<file path="config.mk">
export PLATFORM = sky130hd
export DESIGN_NAME = weighted_rendezvous_argmax_flat
export DESIGN_NICKNAME = d
export VERILOG_FILES = /design/src/hdl/wra_pkg.sv /design/src/hdl/wra_if.sv /design/src/hdl/weighted_rendezvous_argmax.sv /design/src/hdl/wra_datapath.sv /design/src/hdl/wra_ctrl.sv /design/src/flat_wrapper.sv
export SDC_FILE = /design/constraint.sdc
export NUM_CORES = 2
export LEC_CHECK = 0
export ABC_AREA = 1
export ABC_CLOCK_PERIOD_IN_PS = 12400
export BUFFER_PORTS_ARGS = -buffer_cell sky130_fd_sc_hd__buf_2
export CAP_MARGIN = 10
export CELL_PAD_IN_SITES_DETAIL_PLACEMENT = 1
export CELL_PAD_IN_SITES_GLOBAL_PLACEMENT = 1
export CORE_UTILIZATION = 54
export DETAILED_ROUTE_END_ITERATION = 8
export PLACE_DENSITY_LB_ADDON = 0.1
export REMOVE_ABC_BUFFERS = 1
export SYNTH_ARGS = -nofsm -noshare
export SYNTH_HDL_FRONTEND = slang
export SYNTH_SLANG_ARGS = --single-unit
</file>
<file path="constraint.sdc">
create_clock -name i_clk -period 12.4 [get_ports i_clk]
set_input_delay 0.62 -clock i_clk [delete_from_list [all_inputs] [get_ports i_clk]]
set_output_delay 0.62 -clock i_clk [all_outputs]
set_load 0.02 [all_outputs]
</file>
<file path="src/hdl/wra_pkg.sv">
// Shared types, widths and the log2 mantissa table of the weighted rendezvous argmax.
// No dependencies.
package wra_pkg;

    localparam int HASH_W   = 64;
    localparam int WEIGHT_W = 16;
    localparam int IDENT_W  = 16;
    localparam int FRAC_BITS = 20;
    localparam int MANT_W   = FRAC_BITS + 1;
    localparam int DIFF_W   = 16;
    localparam int DIST_W   = 27;
    localparam int PROD_W   = WEIGHT_W + DIST_W;
    localparam int LEAD_W   = 6;
    localparam int IDX_W    = 5;
    localparam int TAB_N    = 33;

    localparam logic [DIST_W-1:0] DIST_ZERO_HASH = DIST_W'(64) << FRAC_BITS;

    localparam logic [MANT_W-1:0] LOG2_MANT [TAB_N] = '{
        21'd0,       21'd46551,   21'd91711,   21'd135563,  21'd178179,
        21'd219628,  21'd259971,  21'd299266,  21'd337566,  21'd374920,
        21'd411375,  21'd446971,  21'd481749,  21'd515745,  21'd548995,
        21'd581529,  21'd613378,  21'd644570,  21'd675132,  21'd705089,
        21'd734464,  21'd763280,  21'd791557,  21'd819315,  21'd846573,
        21'd873348,  21'd899658,  21'd925518,  21'd950944,  21'd975949,
        21'd1000547, 21'd1024752, 21'd1048576
    };

    typedef struct packed {
        logic load;
        logic norm1;
        logic norm2;
        logic lookup;
        logic mul;
        logic dterm;
        logic prep;
        logic decide;
    } t_dp_cmd;

    typedef struct packed {
        logic elig;
        logic last;
    } t_dp_status;

endpackage

</file>
<file path="src/hdl/wra_if.sv">
// Valid/ready channel interfaces for candidate words and result words.
// Depends on wra_pkg.
interface wra_in_if;
    import wra_pkg::*;
    logic                valid;
    logic                ready;
    logic [HASH_W-1:0]   mixed_hash;
    logic [WEIGHT_W-1:0] weight;
    logic [IDENT_W-1:0]  node_ident;
    logic                eligible;
    logic                last_node;

    modport source(output valid, mixed_hash, weight, node_ident, eligible, last_node,
                   input ready);
    modport sink(input valid, mixed_hash, weight, node_ident, eligible, last_node,
                 output ready);
endinterface

interface wra_out_if;
    import wra_pkg::*;
    logic               valid;
    logic               ready;
    logic [IDENT_W-1:0] owner_ident;
    logic               found;

    modport source(output valid, owner_ident, found, input ready);
    modport sink(input valid, owner_ident, found, output ready);
endinterface

</file>
<file path="src/hdl/weighted_rendezvous_argmax.sv">
// Top level of the weighted rendezvous argmax: controller, datapath and channel hookup.
// Depends on wra_pkg, wra_if, wra_ctrl and wra_datapath.
//
// One candidate node is taken per input word and the block then works on it alone:
// an eligible node goes through two normalize steps, table lookup, interpolation
// multiply, distance, cross multiply and decide before the next word can be taken;
// an ineligible node goes through the first normalize step and decide only. The
// controller sequence sets these steps. On a word with last_node set, the winner id and found flag are loaded
// into the result register; it waits there while the next key's words are taken,
// and only a second last word finding it still untaken holds the block.
module weighted_rendezvous_argmax (
    input logic       i_clk,
    input logic       i_rst_n,
    wra_in_if.sink    i_in,
    wra_out_if.source o_out
);
    import wra_pkg::*;

    t_dp_cmd    cmd;
    t_dp_status status;

    wra_ctrl u_ctrl (
        .i_clk       (i_clk),
        .i_rst_n     (i_rst_n),
        .i_in_valid  (i_in.valid),
        .o_in_ready  (i_in.ready),
        .o_out_valid (o_out.valid),
        .i_out_ready (o_out.ready),
        .i_status    (status),
        .o_cmd       (cmd)
    );

    wra_datapath u_datapath (
        .i_clk         (i_clk),
        .i_rst_n       (i_rst_n),
        .i_cmd         (cmd),
        .o_status      (status),
        .i_mixed_hash  (i_in.mixed_hash),
        .i_weight      (i_in.weight),
        .i_node_ident  (i_in.node_ident),
        .i_eligible    (i_in.eligible),
        .i_last_node   (i_in.last_node),
        .o_owner_ident (o_out.owner_ident),
        .o_found       (o_out.found)
    );
endmodule

</file>
<file path="src/hdl/wra_datapath.sv">
// Datapath: leading-one normalize, log2 table interpolation, distance term,
// cross-multiplied compare and best-node registers. Depends on wra_pkg.
module wra_datapath (
    input  logic                     i_clk,
    input  logic                     i_rst_n,
    input  wra_pkg::t_dp_cmd         i_cmd,
    output wra_pkg::t_dp_status      o_status,
    input  logic [wra_pkg::HASH_W-1:0]   i_mixed_hash,
    input  logic [wra_pkg::WEIGHT_W-1:0] i_weight,
    input  logic [wra_pkg::IDENT_W-1:0]  i_node_ident,
    input  logic                     i_eligible,
    input  logic                     i_last_node,
    output logic [wra_pkg::IDENT_W-1:0]  o_owner_ident,
    output logic                     o_found
);
    import wra_pkg::*;

    logic [HASH_W-1:0]   r_hash;
    logic [WEIGHT_W-1:0] r_w;
    logic [IDENT_W-1:0]  r_id;
    logic                r_elig;
    logic                r_last;
    logic                r_zero;
    logic [2:0]          r_lb;
    logic [HASH_W-1:0]   r_norm;
    logic [LEAD_W-1:0]   r_lead;
    logic [MANT_W-1:0]   r_lo;
    logic [DIFF_W-1:0]   r_diff;
    logic [FRAC_BITS-1:0] r_rem;
    logic [MANT_W-1:0]   r_frac;
    logic [DIST_W-1:0]   r_dist;
    logic [PROD_W-1:0]   r_left;
    logic [PROD_W-1:0]   r_right;
    logic [WEIGHT_W-1:0] r_best_w;
    logic [DIST_W-1:0]   r_best_dist;
    logic [IDENT_W-1:0]  r_best_id;
    logic                r_have;
    logic [IDENT_W-1:0]  r_owner;
    logic                r_found;

    logic [2:0]          lead_byte;
    logic [2:0]          lead_bit;
    logic [IDX_W-1:0]    idx;
    logic [IDX_W:0]      idx_hi;
    logic [MANT_W-1:0]   mant_lo;
    logic [MANT_W-1:0]   mant_hi;
    logic [DIFF_W+FRAC_BITS-1:0] interp;
    logic [DIST_W-1:0]   whole;
    logic                win;
    logic                take;
    logic                n_have;
    logic [IDENT_W-1:0]  n_best_id;

    always_comb begin
        lead_byte = '0;
        for (int i = 0; i < 8; i++) begin
            if (r_hash[i*8 +: 8] != 8'd0) begin
                lead_byte = 3'(i);
            end
        end
        lead_bit = '0;
        for (int j = 0; j < 8; j++) begin
            if (r_norm[HASH_W-8+j]) begin
                lead_bit = 3'(j);
            end
        end
    end

    assign idx     = r_norm[62:58];
    assign idx_hi  = {1'b0, idx} + (IDX_W+1)'(1);
    assign mant_lo = LOG2_MANT[{1'b0, idx}];
    assign mant_hi = LOG2_MANT[idx_hi];
    assign interp  = r_diff * r_rem;
    assign whole   = {7'd64 - {1'b0, r_lead}, {FRAC_BITS{1'b0}}};

    assign win       = !r_have || (r_left > r_right)
                       || ((r_left == r_right) && (r_id > r_best_id));
    assign take      = r_elig && win;
    assign n_have    = r_have || take;
    assign n_best_id = take ? r_id : r_best_id;

    always_ff @(posedge i_clk) begin
        if (i_cmd.load) begin
            r_hash <= i_mixed_hash;
            r_w    <= i_weight;
            r_id   <= i_node_ident;
            r_elig <= i_eligible;
            r_last <= i_last_node;
        end
        if (i_cmd.norm1) begin
            r_zero <= (r_hash == '0);
            r_lb   <= lead_byte;
            r_norm <= r_hash << {~lead_byte, 3'b000};
        end
        if (i_cmd.norm2) begin
            r_lead <= {r_lb, lead_bit};
            r_norm <= r_norm << ~lead_bit;
        end
        if (i_cmd.lookup) begin
            r_lo   <= mant_lo;
            r_diff <= DIFF_W'(mant_hi - mant_lo);
            r_rem  <= r_norm[57:38];
        end
        if (i_cmd.mul) begin
            r_frac <= r_lo + MANT_W'(interp >> FRAC_BITS);
        end
        if (i_cmd.dterm) begin
            r_dist <= r_zero ? DIST_ZERO_HASH : (whole - {{(DIST_W-MANT_W){1'b0}}, r_frac});
        end
        if (i_cmd.prep) begin
            r_left  <= r_w * r_best_dist;
            r_right <= r_best_w * r_dist;
        end
        if (i_cmd.decide && r_last) begin
            r_owner <= n_have ? n_best_id : '0;
            r_found <= n_have;
        end
    end

    always_ff @(posedge i_clk) begin
        if (!i_rst_n) begin
            r_best_w    <= '0;
            r_best_dist <= '0;
            r_best_id   <= '0;
            r_have      <= 1'b0;
        end else if (i_cmd.decide) begin
            if (r_last) begin
                r_best_w    <= '0;
                r_best_dist <= '0;
                r_best_id   <= '0;
                r_have      <= 1'b0;
            end else if (take) begin
                r_best_w    <= r_w;
                r_best_dist <= r_dist;
                r_best_id   <= r_id;
                r_have      <= 1'b1;
            end
        end
    end

    assign o_status.elig = r_elig;
    assign o_status.last = r_last;
    assign o_owner_ident = r_owner;
    assign o_found       = r_found;

    a_dist_range: assert property (@(posedge i_clk) disable iff (!i_rst_n)
        $past(i_cmd.dterm) && !i_cmd.dterm |-> (r_dist != '0) && (r_dist <= DIST_ZERO_HASH))
        else $error("distance term out of range");

    a_norm_msb: assert property (@(posedge i_clk) disable iff (!i_rst_n)
        $past(i_cmd.norm2) && !r_zero |-> r_norm[HASH_W-1])
        else $error("normalized hash lacks leading one");
endmodule

</file>
<file path="src/hdl/wra_ctrl.sv">
// Controller: steps one candidate word through the datapath stages and owns
// the input ready and result valid handshakes. Depends on wra_pkg.
module wra_ctrl (
    input  logic                i_clk,
    input  logic                i_rst_n,
    input  logic                i_in_valid,
    output logic                o_in_ready,
    output logic                o_out_valid,
    input  logic                i_out_ready,
    input  wra_pkg::t_dp_status i_status,
    output wra_pkg::t_dp_cmd    o_cmd
);
    import wra_pkg::*;

    typedef enum logic [2:0] {
        S_IDLE, S_NORM1, S_NORM2, S_LOOKUP, S_MUL, S_DIST, S_PREP, S_DECIDE
    } t_state;

    t_state r_state, n_state;
    logic   r_out_valid, n_out_valid;
    logic   out_busy;

    assign out_busy = r_out_valid && !i_out_ready;

    always_comb begin
        n_state     = r_state;
        n_out_valid = out_busy;
        o_cmd       = '0;
        case (r_state)
            S_IDLE: begin
                if (i_in_valid) begin
                    o_cmd.load = 1'b1;
                    n_state    = S_NORM1;
                end
            end
            S_NORM1: begin
                o_cmd.norm1 = 1'b1;
                n_state     = i_status.elig ? S_NORM2 : S_DECIDE;
            end
            S_NORM2: begin
                o_cmd.norm2 = 1'b1;
                n_state     = S_LOOKUP;
            end
            S_LOOKUP: begin
                o_cmd.lookup = 1'b1;
                n_state      = S_MUL;
            end
            S_MUL: begin
                o_cmd.mul = 1'b1;
                n_state   = S_DIST;
            end
            S_DIST: begin
                o_cmd.dterm = 1'b1;
                n_state     = S_PREP;
            end
            S_PREP: begin
                o_cmd.prep = 1'b1;
                n_state    = S_DECIDE;
            end
            S_DECIDE: begin
                if (!(i_status.last && out_busy)) begin
                    o_cmd.decide = 1'b1;
                    n_state      = S_IDLE;
                    if (i_status.last) begin
                        n_out_valid = 1'b1;
                    end
                end
            end
            default: begin
                n_state = S_IDLE;
            end
        endcase
    end

    always_ff @(posedge i_clk) begin
        if (!i_rst_n) begin
            r_state     <= S_IDLE;
            r_out_valid <= 1'b0;
        end else begin
            r_state     <= n_state;
            r_out_valid <= n_out_valid;
        end
    end

    assign o_in_ready  = (r_state == S_IDLE);
    assign o_out_valid = r_out_valid;

    a_no_overwrite: assert property (@(posedge i_clk) disable iff (!i_rst_n)
        o_cmd.decide && i_status.last |-> !out_busy)
        else $error("result overwritten before it was taken");

    a_accept_starts: assert property (@(posedge i_clk) disable iff (!i_rst_n)
        o_cmd.load |=> (r_state == S_NORM1))
        else $error("accepted word did not start");

    a_result_from_last: assert property (@(posedge i_clk) disable iff (!i_rst_n)
        $rose(r_out_valid) |-> $past(o_cmd.decide) && $past(i_status.last))
        else $error("result raised without a last word");
endmodule
</file>
<file path="src/flat_wrapper.sv">
// flat-port wrapper written by rule: the top's interface ports become plain ports
module weighted_rendezvous_argmax_flat import wra_pkg::*;
  (i_clk, i_rst_n, i_in_valid, i_in_mixed_hash, i_in_weight, i_in_node_ident, i_in_eligible, i_in_last_node, i_in_ready, o_out_valid, o_out_owner_ident, o_out_found, o_out_ready);
  wra_in_if i_in_i ();
  wra_out_if o_out_i ();
  input logic i_clk;
  input logic i_rst_n;
  input wire logic [$bits(i_in_i.valid)-1:0] i_in_valid;
  input wire logic [$bits(i_in_i.mixed_hash)-1:0] i_in_mixed_hash;
  input wire logic [$bits(i_in_i.weight)-1:0] i_in_weight;
  input wire logic [$bits(i_in_i.node_ident)-1:0] i_in_node_ident;
  input wire logic [$bits(i_in_i.eligible)-1:0] i_in_eligible;
  input wire logic [$bits(i_in_i.last_node)-1:0] i_in_last_node;
  output wire logic [$bits(i_in_i.ready)-1:0] i_in_ready;
  output wire logic [$bits(o_out_i.valid)-1:0] o_out_valid;
  output wire logic [$bits(o_out_i.owner_ident)-1:0] o_out_owner_ident;
  output wire logic [$bits(o_out_i.found)-1:0] o_out_found;
  input wire logic [$bits(o_out_i.ready)-1:0] o_out_ready;
  assign i_in_i.valid = i_in_valid;
  assign i_in_i.mixed_hash = i_in_mixed_hash;
  assign i_in_i.weight = i_in_weight;
  assign i_in_i.node_ident = i_in_node_ident;
  assign i_in_i.eligible = i_in_eligible;
  assign i_in_i.last_node = i_in_last_node;
  assign i_in_ready = i_in_i.ready;
  assign o_out_valid = o_out_i.valid;
  assign o_out_owner_ident = o_out_i.owner_ident;
  assign o_out_found = o_out_i.found;
  assign o_out_i.ready = o_out_ready;
  weighted_rendezvous_argmax u_core (.i_clk(i_clk), .i_rst_n(i_rst_n), .i_in(i_in_i), .o_out(o_out_i));
endmodule
</file>
==> impl_metrics.json <==
{
  "ys_top_cells_by_area": "fa_1, edfxtp_1, nand2_1, inv_1, ha_1",
  "cpMostUsedCell": "nand2_1",
  "routed_via_density": 5.60,
  "vias": 52500,
  "ys_seq_area_share_pct": 20.0,
  "synth.most_common_cell": "nand2_1",
  "cts_root_buffer": "clkbuf_16",
  "syn_inst": 7910,
  "worst_slew_pin_slew_ns": 1.15,
  "synth_top_area_share_pct": 29.9,
  "initial_core_util_pct": 54.5,
  "end_kind": "register",
  "post-route-period-util_pct": 67.5,
  "cts-hold-fix-buffers": 0,
  "hp-class": "in -> reg",
  "synth_ff_type": "edfxtp_1",
  "drive_above_1_share_pct": 4.62,
  "clkLatencyLatePin_ns": 0.70,
  "cts.repair.resized": 0,
  "top_level_ports": 121,
  "cap_violations": 0,
  "start_kind": "register",
  "use_met2_pct": 61.6,
  "fin_crit_ns": 8.37,
  "synth_common_cells": "nand2_1, inv_1, fa_1, ha_1, edfxtp_1",
  "timing.rr.start": "u_core.u_datapath.r_rem[10]$_DFFE_PP_",
  "fmaxAchievable_ghz": 0.119,
  "critPathMaxStageDelay_ns": 0.91,
  "status": "finished, final reports clean",
  "grt_first_pass_wirelength_um": 320000,
  "hp-start": "i_in_weight[5]",
  "clk_path_buf_depth": 3,
  "antenna_found_initial": 0,
  "drt-initial-drc-count": 3344,
  "report.final.slew_viol_count": 0,
  "grt_max_degree": 104,
  "synth_area_per_cell_um2": 8.01,
  "synth_edf_count": 379,
  "grt_use_met3_pct": 3.11,
  "slowest_stage": "edfxtp_1",
  "rsz0062_at_grt": "false",
  "yosysWarnings": 0,
  "clkTransAtPathRegs_ns": 0.07,
  "cts_made_buffers": 54,
  "dp_hpwl_um": 157000,
  "grt.busiest_layer": "met2",
  "relSlewSlack_pct": 23.5,
  "grt_usage_pct": 34.8,
  "use_met1_pct": 42.7,
  "syn_to_final_growth_pct": 5.71,
  "first_pass_iters": 5,
  "post-cts-setup-buffers": 0,
  "drc": 0,
  "finalClockSkew_ns": 0.0610,
  "wl_um": 201000,
  "grt_overflow_total": 0,
  "finalSetupViolCount": 0,
  "grt_pass1_vias": 58800,
  "drtAntennaViolNets": 0,
  "criticalPathCategory": "reg -> reg",
  "die_x_um": 344,
  "nNetsFinal": 9293,
  "finalHoldViolCount": 0,
  "worstPathMaxFanout": 16,
  "r2r_slack_ns": 4.03,
  "reg2reg_to": "u_core.u_datapath.r_frac[18]$_DFFE_PP_",
  "hold_end": "u_core.u_datapath.r_w[5]$_DFFE_PP_",
  "cp.required_ns": 12.81,
  "core_um2": 116000,
  "num_rows": 125,
  "ys_types": 64,
  "worstRegToRegCells": 32,
  "dieArea_um2": 119000,
  "hold_depth": 1,
  "gp_congestion": 0.948,
  "io_buffer_count": 120,
  "wl_per_cell_um": 21.5,
  "h-tree-depth": 2,
  "die_h_um": 344,
  "async_flop_share_pct": 0,
  "nFillCells": 14300,
  "cts_sinks": 443,
  "critPathArrivalTime_ns": 8.78,
  "ys_ff_latch": 443,
  "syn-cell-area_um2": 63300,
  "cts_tree": "done",
  "fin_tns_setup_ns": 0,
  "yosysTopAreaCell": "fa_1"
}
[cell type report]
class / instances / area, um2 / share of cell area, %
multi-input cells: 5175 / 41900 / 62.7
flip-flops and latches: 443 / 12700 / 18.9
inverters: 1892 / 7110 / 10.6
well taps: 1524 / 1910 / 2.85
clock buffers: 69 / 1430 / 2.13
repair buffers: 221 / 1360 / 2.04
clock inverters: 33 / 528 / 0.789
diodes: 1 / 2.50 / 0.00374
[worst max-delay path by stage]
stage                                          startpoint                                endpoint  slack [ns]  cells past startpoint
CTS                 u_core.u_datapath.r_diff[1]$_DFFE_PP_  u_core.u_datapath.r_frac[18]$_DFFE_PP_        3.99                     32
global placement    u_core.u_datapath.r_diff[1]$_DFFE_PP_  u_core.u_datapath.r_frac[18]$_DFFE_PP_        4.40                     31
global route        u_core.u_datapath.r_rem[10]$_DFFE_PP_  u_core.u_datapath.r_frac[18]$_DFFE_PP_        3.49                     32
finish              u_core.u_datapath.r_rem[10]$_DFFE_PP_  u_core.u_datapath.r_frac[18]$_DFFE_PP_        4.03                     32
detailed placement  u_core.u_datapath.r_diff[1]$_DFFE_PP_  u_core.u_datapath.r_frac[18]$_DFFE_PP_        4.04                     32
floorplan                                      i_in_valid      u_core.u_datapath.r_elig$_DFFE_PP_        4.45                      2
[worst max-delay path, delay by kind of cell, from the launching register on]
kind	cells	cell delay [ns]
xor gates and xnor gates	1	0.23
AOI/OAI and AO/OA	6	1.10
adders and majority gates	9	4.09
buffers and inverters	4	0.24
and+or+nand+nor	12	1.49
DFF	1	0.91
[through the flow]
stage / util [%] / area (um2) / setup slack [ns] / hold slack [ns] / instances
4_1_cts: 57.6 / 66900 / 3.99 / 0.0518 / 9357
3_3_place_gp: 55.9 / 65000 / 4.40 / 0.403 / 9254
3_5_place_dp: 55.9 / 65000 / 4.04 / 0.410 / 9255
5_1_grt: 57.6 / 66900 / 3.49 / 0.0658 / 9357
2_1_floorplan: - / 61700 / 4.45 / 0.400 / 7510
6_report: 57.6 / 66900 / 4.03 / 0.0887 / 9358
[layer usage]
layer | part of all wire [%] | up-vias
li1 | - | 23600
met1 | 39 | 26700
met2 | 50 | 1579
met3 | 4.9 | 506
met4 | 5.3 | 0
met5 | 0 | -
[cells in the final DEF (no fill, tap or decap), types with 9 or more instances in the layout]
master,Yosys,layout
inv_2,15,17
xnor2_1,42,42
inv_1,1874,1872
o21ai_1,25,25
a21o_1,19,19
o211ai_1,74,74
a31oi_1,29,29
nor4_1,21,20
clkbuf_16,0,54
o21ai_0,262,262
buf_2,46,120
o22ai_1,17,17
nor2_1,308,304
edfxtp_1,379,379
nor3_1,37,36
fa_1,947,947
buf_4,5,100
mux2i_1,25,25
ha_1,457,457
bufinv_16,0,9
clkbuf_1,287,13
nand3_1,308,308
xor2_1,87,87
o21bai_1,16,16
nand4_1,35,35
nand2_1,2077,2077
o21a_1,12,12
a21oi_1,278,278
dfxtp_1,64,64
[cells by family after synthesis]
kind of cell               Yosys count  synth area share, %
and+or+nand+nor                   2832                 17.9
buffers and inverters             2292                 13.8
adders and majority gates         1404                 39.0
AOI/OAI and AO/OA                  784                 7.05
DFF                                443                 20.0
xor gates and xnor gates           130                 1.81
muxes                               25                0.395
[registers in the layout, indices dropped and copies added (netlist names), 20 cells and up]
register	cells
u_core.u_datapath.r_left	43
u_core.u_datapath.r_norm	64
u_core.u_datapath.r_lo	20
u_core.u_datapath.r_hash	64
u_core.u_datapath.r_rem	20
u_core.u_datapath.r_right	43
u_core.u_datapath.r_best_dist	27
u_core.u_datapath.r_dist	27
u_core.u_datapath.r_frac	21
Power is left out: the tool's default activity adds up to more than one toggle a clock period on the data nets, which glitch-free logic cannot reach.
